$ cat src/hdl/mbc_pkg.sv
// Package for the multigame bank controller: codes, constants, state and result types, mux tables.
package mbc_pkg;

  // Bus request kinds seen on the snoop channel
  typedef enum logic [1:0] {
    OP_WRITE  = 2'd0,
    OP_READ   = 2'd1,
    OP_SELECT = 2'd2,
    OP_NONE   = 2'd3
  } mbc_op_e;

  // Decoded register addresses
  localparam logic [15:0] ADDR_PAGE  = 16'hD000;
  localparam logic [15:0] ADDR_GAME  = 16'hC400;
  localparam logic [15:0] ADDR_SOUND = 16'hC401;
  localparam logic [15:0] ADDR_START = 16'hC804;
  localparam logic [3:0]  WIN_HI     = 4'hC;     // C000-CFFF window
  localparam logic [7:0]  VIDEO_HI   = 8'hC9;    // C900-C9FF video/cocktail latch
  localparam logic [5:0]  NVRAM_HI   = 6'b110011; // CC00-CFFF NVRAM window

  localparam logic [7:0]  START_MASK  = 8'h30;   // both start buttons
  localparam logic [2:0]  GAME_MENU   = 3'd0;
  localparam logic [2:0]  GAME_PAGED  = 3'd5;    // game with ROM pages in the window
  localparam logic [3:0]  PAGE_IO     = 4'd0;
  localparam logic [3:0]  PAGE_LAST   = 4'd3;    // pages 1..3 map straight through
  localparam logic [3:0]  PAGE_WIDE   = 4'd7;    // page 7 maps to window 4
  localparam logic [2:0]  WINDOW_IO   = 3'd0;
  localparam logic [2:0]  WINDOW_WIDE = 3'd4;

  // Bank state
  typedef struct packed {
    logic [2:0] game;
    logic [3:0] page;
    logic [2:0] window;
    logic       video_rom;
    logic [3:0] port_sel;
    logic       cocktail;
  } mbc_state_t;

  // One result
  typedef struct packed {
    logic [3:0]  main_bank_entry;
    logic [2:0]  program_bank;
    logic [2:0]  io_page;
    logic        nvram_hit;
    logic [12:0] nvram_address;
    logic [4:0]  port_a_index;
    logic [4:0]  port_b_index;
    logic        sound_reset;
    logic        cpu_reset;
    logic        cocktail;
  } mbc_result_t;

  // Input bank routed to player port A
  function automatic logic [4:0] mux_a(input logic [3:0] sel);
    logic [4:0] r;
    case (sel)
      4'd0, 4'd1:   r = 5'd0;
      4'd2, 4'd3:   r = 5'd2;
      4'd4:         r = 5'd5;
      4'd5:         r = 5'd4;
      4'd6, 4'd7:   r = 5'd7;
      4'd8, 4'd9:   r = 5'd9;
      4'd10, 4'd11: r = 5'd11;
      4'd12:        r = 5'd14;
      4'd13:        r = 5'd13;
      default:      r = 5'd9;
    endcase
    return r;
  endfunction

  // Input bank routed to player port B
  function automatic logic [4:0] mux_b(input logic [3:0] sel);
    logic [4:0] r;
    case (sel)
      4'd0, 4'd1:   r = 5'd1;
      4'd2, 4'd3:   r = 5'd3;
      4'd4, 4'd5:   r = 5'd6;
      4'd6, 4'd7:   r = 5'd8;
      4'd8, 4'd9:   r = 5'd10;
      4'd10, 4'd11: r = 5'd12;
      4'd12:        r = 5'd16;
      4'd13:        r = 5'd15;
      default:      r = 5'd10;
    endcase
    return r;
  endfunction

endpackage

$ cat src/hdl/multigame_bank_controller_core.sv
// Top level of the multigame bank controller: bank state and result register.
//
//  channel | direction | handshake              | payload
//  --------+-----------+------------------------+-----------------------------------------
//  in      | input     | in_valid_i / in_stall_o | operation, address, bus_data, select_line
//  out     | output    | out_valid_o / out_stall_i | bank, page, NVRAM decode, mux, pulses
//
// One request per cycle while in_stall_o is low; its result appears in the cycle after acceptance, from the
// single result register fed by the decode logic.
// Reset clears the bank state to the menu with the I/O window and clears the output valid flag.
// While out_stall_i holds a waiting result, in_stall_o is raised and the result holds.
module multigame_bank_controller_core import mbc_pkg::*; (
  input  logic        clk_i,
  input  logic        rst_ni,
  input  logic        in_valid_i,
  output logic        in_stall_o,
  input  logic [1:0]  operation_i,
  input  logic [15:0] address_i,
  input  logic [7:0]  bus_data_i,
  input  logic        select_line_i,
  output logic        out_valid_o,
  input  logic        out_stall_i,
  output logic [3:0]  main_bank_entry_o,
  output logic [2:0]  program_bank_o,
  output logic [2:0]  io_page_o,
  output logic        nvram_hit_o,
  output logic [12:0] nvram_address_o,
  output logic [4:0]  port_a_index_o,
  output logic [4:0]  port_b_index_o,
  output logic        sound_reset_o,
  output logic        cpu_reset_o,
  output logic        cocktail_o
);

  mbc_state_t  state_q, state_d;
  mbc_result_t result_q, result_d;
  logic        out_valid_q;
  logic        accept;

  // Stall only while a result waits and is held back
  assign in_stall_o = out_valid_q & out_stall_i;
  assign accept     = in_valid_i & ~in_stall_o;

  mbc_step u_step (
    .state_i       (state_q),
    .operation_i   (operation_i),
    .address_i     (address_i),
    .bus_data_i    (bus_data_i),
    .select_line_i (select_line_i),
    .state_o       (state_d),
    .result_o      (result_d)
  );

  // Bank state and output valid
  always_ff @(posedge clk_i or negedge rst_ni) begin
    if (!rst_ni) begin
      state_q     <= '0;
      out_valid_q <= 1'b0;
    end else begin
      if (accept) begin
        state_q <= state_d;
      end
      if (accept) begin
        out_valid_q <= 1'b1;
      end else if (!out_stall_i) begin
        out_valid_q <= 1'b0;
      end
    end
  end

  // Result payload
  always_ff @(posedge clk_i) begin
    if (accept) begin
      result_q <= result_d;
    end
  end

  assign out_valid_o       = out_valid_q;
  assign main_bank_entry_o = result_q.main_bank_entry;
  assign program_bank_o    = result_q.program_bank;
  assign io_page_o         = result_q.io_page;
  assign nvram_hit_o       = result_q.nvram_hit;
  assign nvram_address_o   = result_q.nvram_address;
  assign port_a_index_o    = result_q.port_a_index;
  assign port_b_index_o    = result_q.port_b_index;
  assign sound_reset_o     = result_q.sound_reset;
  assign cpu_reset_o       = result_q.cpu_reset;
  assign cocktail_o        = result_q.cocktail;

endmodule

$ cat src/hdl/mbc_step.sv
// Next-state and result logic for one snooped bus request.
module mbc_step import mbc_pkg::*; (
  input  mbc_state_t  state_i,
  input  logic [1:0]  operation_i,
  input  logic [15:0] address_i,
  input  logic [7:0]  bus_data_i,
  input  logic        select_line_i,
  output mbc_state_t  state_o,
  output mbc_result_t result_o
);

  mbc_op_e    op;
  logic       io_window;
  logic       hit;
  logic       game_req;
  logic [2:0] game_val;
  logic       sound_pulse;
  logic       cpu_pulse;
  logic [3:0] page_val;
  mbc_state_t nxt;

  assign op        = mbc_op_e'(operation_i);
  assign io_window = (state_i.window == WINDOW_IO) && (address_i[15:12] == WIN_HI);
  assign hit       = ((op == OP_WRITE) || (op == OP_READ)) && io_window &&
                     (address_i[15:10] == NVRAM_HI);
  assign page_val  = bus_data_i[3:0];

  // Decode the request
  always_comb begin
    nxt         = state_i;
    game_req    = 1'b0;
    game_val    = bus_data_i[2:0];
    sound_pulse = 1'b0;
    cpu_pulse   = 1'b0;
    case (op)
      OP_WRITE: begin
        if (address_i == ADDR_PAGE) begin
          if (page_val != state_i.page) begin
            if (state_i.game == GAME_PAGED && page_val != PAGE_IO) begin
              if (page_val <= PAGE_LAST) begin
                nxt.window = page_val[2:0];
              end else if (page_val == PAGE_WIDE) begin
                nxt.window = WINDOW_WIDE;
              end
            end else if (page_val == PAGE_IO) begin
              nxt.window = WINDOW_IO;
            end
            nxt.page = page_val;
          end
        end else if (io_window) begin
          if (address_i == ADDR_GAME) begin
            game_req = 1'b1;
          end else if (address_i == ADDR_SOUND) begin
            sound_pulse = ~bus_data_i[0];
          end else if (address_i[15:8] == VIDEO_HI) begin
            nxt.video_rom = bus_data_i[0];
            nxt.cocktail  = bus_data_i[1];
          end
        end
      end
      OP_READ: begin
        // both start buttons during a game: back to the menu
        if (io_window && address_i == ADDR_START && state_i.game != GAME_MENU &&
            (bus_data_i & START_MASK) == START_MASK) begin
          game_req  = 1'b1;
          game_val  = GAME_MENU;
          cpu_pulse = 1'b1;
        end
      end
      OP_SELECT: begin
        nxt.port_sel = {state_i.game, select_line_i};
      end
      default: begin
      end
    endcase

    // Game select: only to or from the menu
    if (game_req && game_val != state_i.game &&
        (game_val == GAME_MENU || state_i.game == GAME_MENU)) begin
      nxt.game    = game_val;
      nxt.page    = PAGE_IO;
      nxt.window  = WINDOW_IO;
      sound_pulse = 1'b1;
    end
  end

  // Result from the updated state
  always_comb begin
    result_o.main_bank_entry = nxt.video_rom ? ({1'b0, nxt.game} + 4'd1) : 4'd0;
    result_o.program_bank    = nxt.game;
    result_o.io_page         = nxt.window;
    result_o.nvram_hit       = hit;
    result_o.nvram_address   = hit ? {state_i.game, address_i[9:0]} : 13'd0;
    result_o.port_a_index    = mux_a(nxt.port_sel);
    result_o.port_b_index    = mux_b(nxt.port_sel);
    result_o.sound_reset     = sound_pulse;
    result_o.cpu_reset       = cpu_pulse;
    result_o.cocktail        = nxt.cocktail;
  end

  assign state_o = nxt;

endmodule

$ cat config.mk
export PLATFORM = sky130hd
export DESIGN_NAME = multigame_bank_controller_core
export DESIGN_NICKNAME = d
export VERILOG_FILES = /design/src/hdl/mbc_pkg.sv /design/src/hdl/multigame_bank_controller_core.sv /design/src/hdl/mbc_step.sv
export SDC_FILE = /design/constraint.sdc
export NUM_CORES = 1
export LEC_CHECK = 0
export BUFFER_PORTS_ARGS = -buffer_cell sky130_fd_sc_hd__buf_2
export CORE_AREA = 2 2 118 74
export DETAILED_ROUTE_END_ITERATION = 16
export DIE_AREA = 0 0 120 76
export GPL_TIMING_DRIVEN = 0
export PLACE_DENSITY = 0.63
export SYNTH_ARGS = -nofsm -noshare
export SYNTH_HDL_FRONTEND = slang
export SYNTH_HIERARCHICAL = 1
export SYNTH_SLANG_ARGS = --single-unit
$ cat constraint.sdc
create_clock -name clk_i -period 3.15 [get_ports clk_i]
set_clock_uncertainty 0.05 [all_clocks]
set_input_delay 0.315 -clock clk_i [delete_from_list [all_inputs] [get_ports clk_i]]
set_output_delay 0.315 -clock clk_i [all_outputs]
set_load 0.05 [all_outputs]
==> run_results.csv, run 1 <==
group,metric,value,unit
status,run_status,"complete, no violations",
timing,setup_viol,0,
global_route,grt_pass1_wl,9680,um
cells_and_area,syn2layout_area_growth,22.9,%
critical_path,max_stage_delay,0.54,ns
routing,routed_wl,5850,um
routing,vias,1943,
die,fp.dieW,120,um
timing,min_period,2.60,ns
yosys,async_reset_ff_share,31.5,%
global_route,globalRouteOverflowTotal,0,
cells_and_area,drive_gt1_share,40.7,%
yosys,syn-num-nets,255,
global_route,grt_pass1_vias,1898,
routing,drc_errors,0,
routing,drt-initial-drc-count,79,
critical_path,crit_arrival,2.61,ns
routing,ant_nets,0,
clocking,root_buffer,"clkbuf_16",
clocking,numCtsBuffers,5,
routing,viasPerCell,4.77,
timing,worst_slew_pin_slew,0.711,ns
global_route,grt_usage,13.6,%
cells_and_area,final_cell_mix,"69 x buf_2, 37 x edfxtp_1, 17 x dfrtp_1, 14 x and3_1",
yosys,synthTopCellsByArea,"edfxtp_1 40%, dfrtp_1 15%, mux2_4 4.9%",
die,initial_utilization,33.6,%
timing,tns,0,ns
global_route,grtUsageMet1,20.6,%
critical_path,worstSetupPathType,"register to register",
die,coreArea,8170,um2
critical_path,cp_max_fo,4,
critical_path,cp-start-kind,"register",
global_route,grt_antenna_before_repair,0,
power_and_ir_drop,powerDensity,597,nW/um2
routing,dr.pass1.iters,4,
placed_design,hpwl,4230,um
critical_path,critPathRequiredTime,3.16,ns
timing,fmax,385,MHz
timing,fin_crit_sh,82.5,%
job,cap_violations,0,
yosys,ys_ff_latch,54,
cells_and_area,diodes,0,
die,ios,70,
power_and_ir_drop,power.leakage,1.49,nW
clocking,cts.sinks,54,
yosys,ys_warn_count,6,
timing,whs,0.176,ns
placed_design,placed_cell_area,3210,um2
cells_and_area,layout_commonest_cell,"buf_2",
placed_design,gp_congestion,0.809,
clocking,clock_path_buffers,2,
critical_path,cp_slowest_cell,"nor4_1",
yosys,synthCells,221,
routing,wl_per_cell,14.4,um
timing,hold_viol_final,0,
die,die_area,9120,um2
power_and_ir_drop,ir_worst_vdd,258,uV
global_route,busiest_layer,"met1",
power_and_ir_drop,p_total,0.00201,W
timing,grt_setup_unrepaired,"false",
clocking,clkTransAtPathRegs,0.08,ns
global_route,grtUsageMet2,18.5,%
die,die_h,76,um
clocking,cts_resized,0,
hold_path,holdCritPathClass,"primary input to register",
yosys,ys_types,51,
clocking,cts_tree,"done",
yosys,ys_seq_area_share,56.0,%
yosys,synth_ff_type,"edfxtp_1",
critical_path,worstPathCellList,"nor4_1 -> o2111ai_1 -> a21boi_1 -> a21oi_1 -> inv_2 -> ha_1 -> and2_1",
yosys,synth_edf_count,37,
yosys,syn-cell-area,2750,um2
global_route,met3_usage,4.04,%
timing,drv_slew,0,
critical_path,worstSetupEndpointType,"register",
cells_and_area,finish.instance_area,3370,um2
yosys,synth.top_cell.area_share,40.5,%
yosys,avgSynthCellArea,12.4,um2
die,rows,26,
clocking,clk_latency,0.30,ns
timing,max_slew_margin,51.2,%
cells_and_area,final_nets,328,
placed_design,port_buffers,65,
clocking,cts.htree.levels,2,
yosys,yosysTopAreaCell,"edfxtp_1",
global_route,grt_start_max_net_pins,47,
cells in the mapped netlist, types with 3 or more instances:
| cell type | instances |
|---|---|
| a21oi_1 | 11 |
| and2_1 | 3 |
| and3_1 | 14 |
| buf_2 | 4 |
| buf_4 | 12 |
| dfrtp_1 | 17 |
| edfxtp_1 | 37 |
| ha_1 | 3 |
| inv_1 | 7 |
| inv_2 | 6 |
| mux2_2 | 7 |
| mux2_4 | 9 |
| mux2i_1 | 5 |
| nand2_1 | 12 |
| nand3_1 | 4 |
| nand4_1 | 4 |
| nor2_1 | 6 |
| nor3_1 | 4 |
| nor4_1 | 3 |
| nor4b_1 | 4 |
| o21a_1 | 4 |
| o21ai_0 | 5 |
| o21ai_1 | 3 |
| xor2_1 | 3 |
flip-flops by register name, indices dropped and copies added, names as in the netlist:
name	cells
cocktail_o	1
cpu_reset_o	1
io_page_o	3
main_bank_entry_o	4
nvram_address_o	13
nvram_hit_o	1
out_valid_o	1
port_a_index_o	5
port_b_index_o	5
program_bank_o	3
sound_reset_o	1
state_q	16
path summary, 6_finish.rpt:
check                                                 endpoint                    from  depth (start not counted)  slack [ns]
worst max register to register  main_bank_entry_o[1]$_DFFE_PP_  state_q[6]$_DFFE_PN0P_                          7        0.55
worst min-delay path                   out_valid_o$_DFFE_PN0P_              in_valid_i                          2        0.18
max in group asynchronous               state_q[4]$_DFFE_PN0P_                  rst_ni                          2        2.34
min in group asynchronous              state_q[11]$_DFFE_PN0P_                  rst_ni                          2        0.42
worst min register to register          state_q[3]$_DFFE_PN0P_  state_q[3]$_DFFE_PN0P_                          1        0.47
worst max-delay path            main_bank_entry_o[1]$_DFFE_PP_  state_q[6]$_DFFE_PN0P_                          7        0.55
layout make-up:
cell class / count / area [um2]
Inverter: 13 / 48.8
Sequential cell: 54 / 1540
Tap cell: 112 / 140
Buffer: 20 / 146
Timing Repair Buffer: 66 / 335
Fill cell: 791 / 4790
Clock inverter: 3 / 28.8
Multi-Input combinational cell: 134 / 1010
Clock buffer: 5 / 125
logic make-up (layout without fill, tap and decap cells):
group	count (synthesis)	in the layout	share of synthesized area [%]
other	1	1	0.137
AND/OR/NAND/NOR	66	66	14.4
XOR/XNOR	3	3	0.957
flip-flops	54	54	56.0
multiplexers	21	21	9.62
AO/OA/AOI/OAI	40	40	10.4
adder cells (fa/ha/maj)	3	3	1.37
buffers and inverters	33	107	7.11
power breakdown:
part	switching (W)	internal [W]	total [W]	leakage, nW
logic	0.000349	0.000185	0.000534	0.842
clock network	0.000280	0.000305	0.000586	0.0763
registers	0.0000468	0.000848	0.000895	0.573
worst max-delay path, delay by kind of cell (launching register included):
family	cells	cell delay [ns]
buf+inv	1	0.10
compound gates	3	0.86
simple gates	2	0.68
fa+ha+maj	1	0.27
flops	1	0.39
through the flow:
step / worst slack, ns / utilization [%] / std cells
finish: 0.550 / 41.3 / 407
global route: 0.331 / 41.3 / 407
CTS: 0.579 / 41.3 / 407
detailed placement: 0.513 / 39.3 / 398
global placement: 0.550 / 39.3 / 398
floorplan: 0.901 / - / 221
timing repair:
item | 4_1_cts | 5_1_grt
endpoints found under the setup margin | 0 | 0
hold buffers | 1 | 0
setup buffers | 0 | 0
hold endpoints to repair | 17 | 0
layer usage:
metal  part of all wire [%]  wire [um]  up-vias
li1                       -          -      965
met1                     50       2920      893
met2                     41       2380       77
met3                    8.1        475        8
met4                    1.2         70        0
met5                      0          0        -
(Power assumes the default switching activity.)
==> inputs of run 2 (changes only) <==
--- a/config.mk
+++ b/config.mk
@@ -10,7 +10,7 @@
 export DETAILED_ROUTE_END_ITERATION = 16
 export DIE_AREA = 0 0 120 76
 export GPL_TIMING_DRIVEN = 0
-export PLACE_DENSITY = 0.63
+export PLACE_DENSITY = 0.65
 export SYNTH_ARGS = -nofsm -noshare
 export SYNTH_HDL_FRONTEND = slang
 export SYNTH_HIERARCHICAL = 1
==> constraint.sdc (replaced) <==
create_clock -name clk_i -period 2.2 [get_ports clk_i]
set_clock_uncertainty 0.05 [all_clocks]
set_input_delay 0.22 -clock clk_i [delete_from_list [all_inputs] [get_ports clk_i]]
set_output_delay 0.22 -clock clk_i [all_outputs]
set_load 0.05 [all_outputs]
==> run 2 against run 1 <==
  * First-iteration DRC count rose by 52%
  * Sequential power is 45% higher
  * Non-clock buffer count up 10
  * Critical endpoint is now state_q[8]$_DFFE_PN0P_
==> run_results.csv, run 2 (same netlist as run 1, synthesis figures left out) <==
group,metric,value,unit
status,run_status,"complete, no violations",
job,cap_violations,0,
timing,worst_slew_pin_slew,0.745,ns
power_and_ir_drop,powerDensity,840,nW/um2
hold_path,holdCritPathClass,"primary input to register",
clocking,cts.sinks,54,
die,coreArea,8170,um2
routing,drc_errors,0,
routing,drt-initial-drc-count,120,
routing,dr.pass1.iters,4,
critical_path,worstReg2RegEnd,"main_bank_entry_o[1]$_DFFE_PP_",
timing,tns,0,ns
clocking,clk_latency,0.30,ns
clocking,numCtsBuffers,5,
critical_path,r2r_cells,6,
clocking,root_buffer,"clkbuf_16",
critical_path,critPathRequiredTime,2.34,ns
timing,grt_setup_unrepaired,"true",
critical_path,r2r_start,"state_q[15]$_DFFE_PN0P_",
timing,setup_viol,0,
routing,wl_per_cell,14.9,um
timing,hold_viol_final,0,
cells_and_area,fill_cells,776,
global_route,grt_pass1_wl,9830,um
die,rows,26,
die,fp.dieW,120,um
critical_path,cp-start-kind,"primary input",
global_route,grt_start_max_net_pins,47,
critical_path,worstSetupPathType,"primary input to register",
power_and_ir_drop,p_total,0.00304,W
global_route,grt_antenna_before_repair,0,
die,ios,70,
hold_path,timing.hold.worst_path_depth,2,
power_and_ir_drop,power.leakage,1.58,nW
timing,drv_slew,0,
cells_and_area,finish.utilization,44.4,%
critical_path,worstSetupEndpointType,"register",
cells_and_area,final_cell_mix,"68 x buf_2, 37 x edfxtp_1, 19 x buf_4, 16 x dfrtp_1, 13 x and3_1",
placed_design,gp_congestion,0.808,
placed_design,hpwl,4290,um
cells_and_area,syn2layout_area_growth,32.0,%
timing,whs,0.0789,ns
timing,fmax,458,MHz
clocking,clock_path_buffers,2,
clocking,clkTransAtPathRegs,0.07,ns
timing,max_slew_margin,48.9,%
global_route,grt_usage,13.8,%
clocking,cts.htree.levels,2,
cells_and_area,regArea,1540,um2
cells_and_area,multiInputGateArea,1170,um2
timing,fin_crit_sh,99.3,%
hold_path,min_from,"in_valid_i",
timing,min_period,2.18,ns
cells_and_area,drive_gt1_share,49.2,%
placed_design,port_buffers,65,
routing,ant_nets,0,
routing,routed_wl,6210,um
clocking,cts_tree,"done",
routing,viasPerCell,4.80,
hold_path,hold_end,"out_valid_o$_DFFE_PN0P_",
cells_and_area,diodes,0,
critical_path,cp_max_fo,9,
critical_path,crit_arrival,2.32,ns
power_and_ir_drop,ir_worst_vdd,298,uV
cells_and_area,largest_register,"state_q",
routing,vias,2002,
die,initial_utilization,33.6,%
cells_and_area,fin_cells,417,
cells_and_area,final_nets,338,
cells_and_area,largest_register_ffs,16,
global_route,globalRouteOverflowTotal,0,
die,die_area,9120,um2
critical_path,rrSetupSlack,0.04,ns
global_route,grt_pass1_vias,1906,
cells_and_area,layout_commonest_cell,"buf_2",
placed_design,dp_cells,398,
die,die_h,76,um
## run 2: critical path: stages
cell     delay, ns
buf_2         0.15
nor4_1        0.38
nand3_1       0.16
or4_4         0.50
buf_6         0.15
o31ai_1       0.23
o21ai_1       0.14
buf_4         0.15
mux2_2        0.25
## run 2: per-layer routing
layer	global-route usage, %	wire (um)	vias up
met4	4.82	80	0
met5	0	0	-
met3	4.34	284	8
met2	18.5	2630	48
li1	-	-	988
met1	20.7	3210	958
## run 2: timing repair
action                                 4_1_cts  5_1_grt
setup buffers                                4        7
endpoints found under the hold margin       17        0
setup endpoints to repair                   13       13
pin swaps                                    5       11
hold buffers                                 1        0
resized for setup                           11       22
## run 2: how the worst max path moves through the flow
stage	to	cells past startpoint	slack (ns)	start
5_1_grt	main_bank_entry_o[2]$_DFFE_PP_	8	-0.06	state_q[7]$_DFFE_PN0P_
3_3_place_gp	main_bank_entry_o[1]$_DFFE_PP_	7	-0.35	state_q[6]$_DFFE_PN0P_
2_1_floorplan	main_bank_entry_o[1]$_DFFE_PP_	7	0.01	state_q[6]$_DFFE_PN0P_
4_1_cts	main_bank_entry_o[1]$_DFFE_PP_	7	0.003	state_q[7]$_DFFE_PN0P_
3_5_place_dp	main_bank_entry_o[1]$_DFFE_PP_	7	-0.34	state_q[6]$_DFFE_PN0P_
6_report	state_q[8]$_DFFE_PN0P_	9	0.02	address_i[10]
## run 2: final cells by class
cell class | count | area share [%]
clock buffer | 5 | 3.45
tap | 112 | 3.87
timing repair buffer | 77 | 11.7
inverter | 13 | 1.35
sequential | 54 | 42.4
clock inverter | 3 | 0.794
multi-input combinational | 134 | 32.3
buffer | 19 | 4.11
## run 2: per-stage QoR
| step | setup WS [ns] | instance area, um2 |
|---|---|---|
| after floorplan | 0.0123 | 2750 |
| after global placement | -0.349 | 3210 |
| after detailed placement | -0.345 | 3210 |
| after CTS | 0.00290 | 3460 |
| after global routing | -0.0566 | 3620 |
| final | 0.0155 | 3620 |
## run 2: where the power goes
group / internal (W) / leakage (nW) / switching (W) / total (W)
clock: 0.000437 / 0.0763 / 0.000400 / 0.000838
sequential: 0.00122 / 0.572 / 0.0000823 / 0.00130
combinational: 0.000344 / 0.930 / 0.000563 / 0.000907
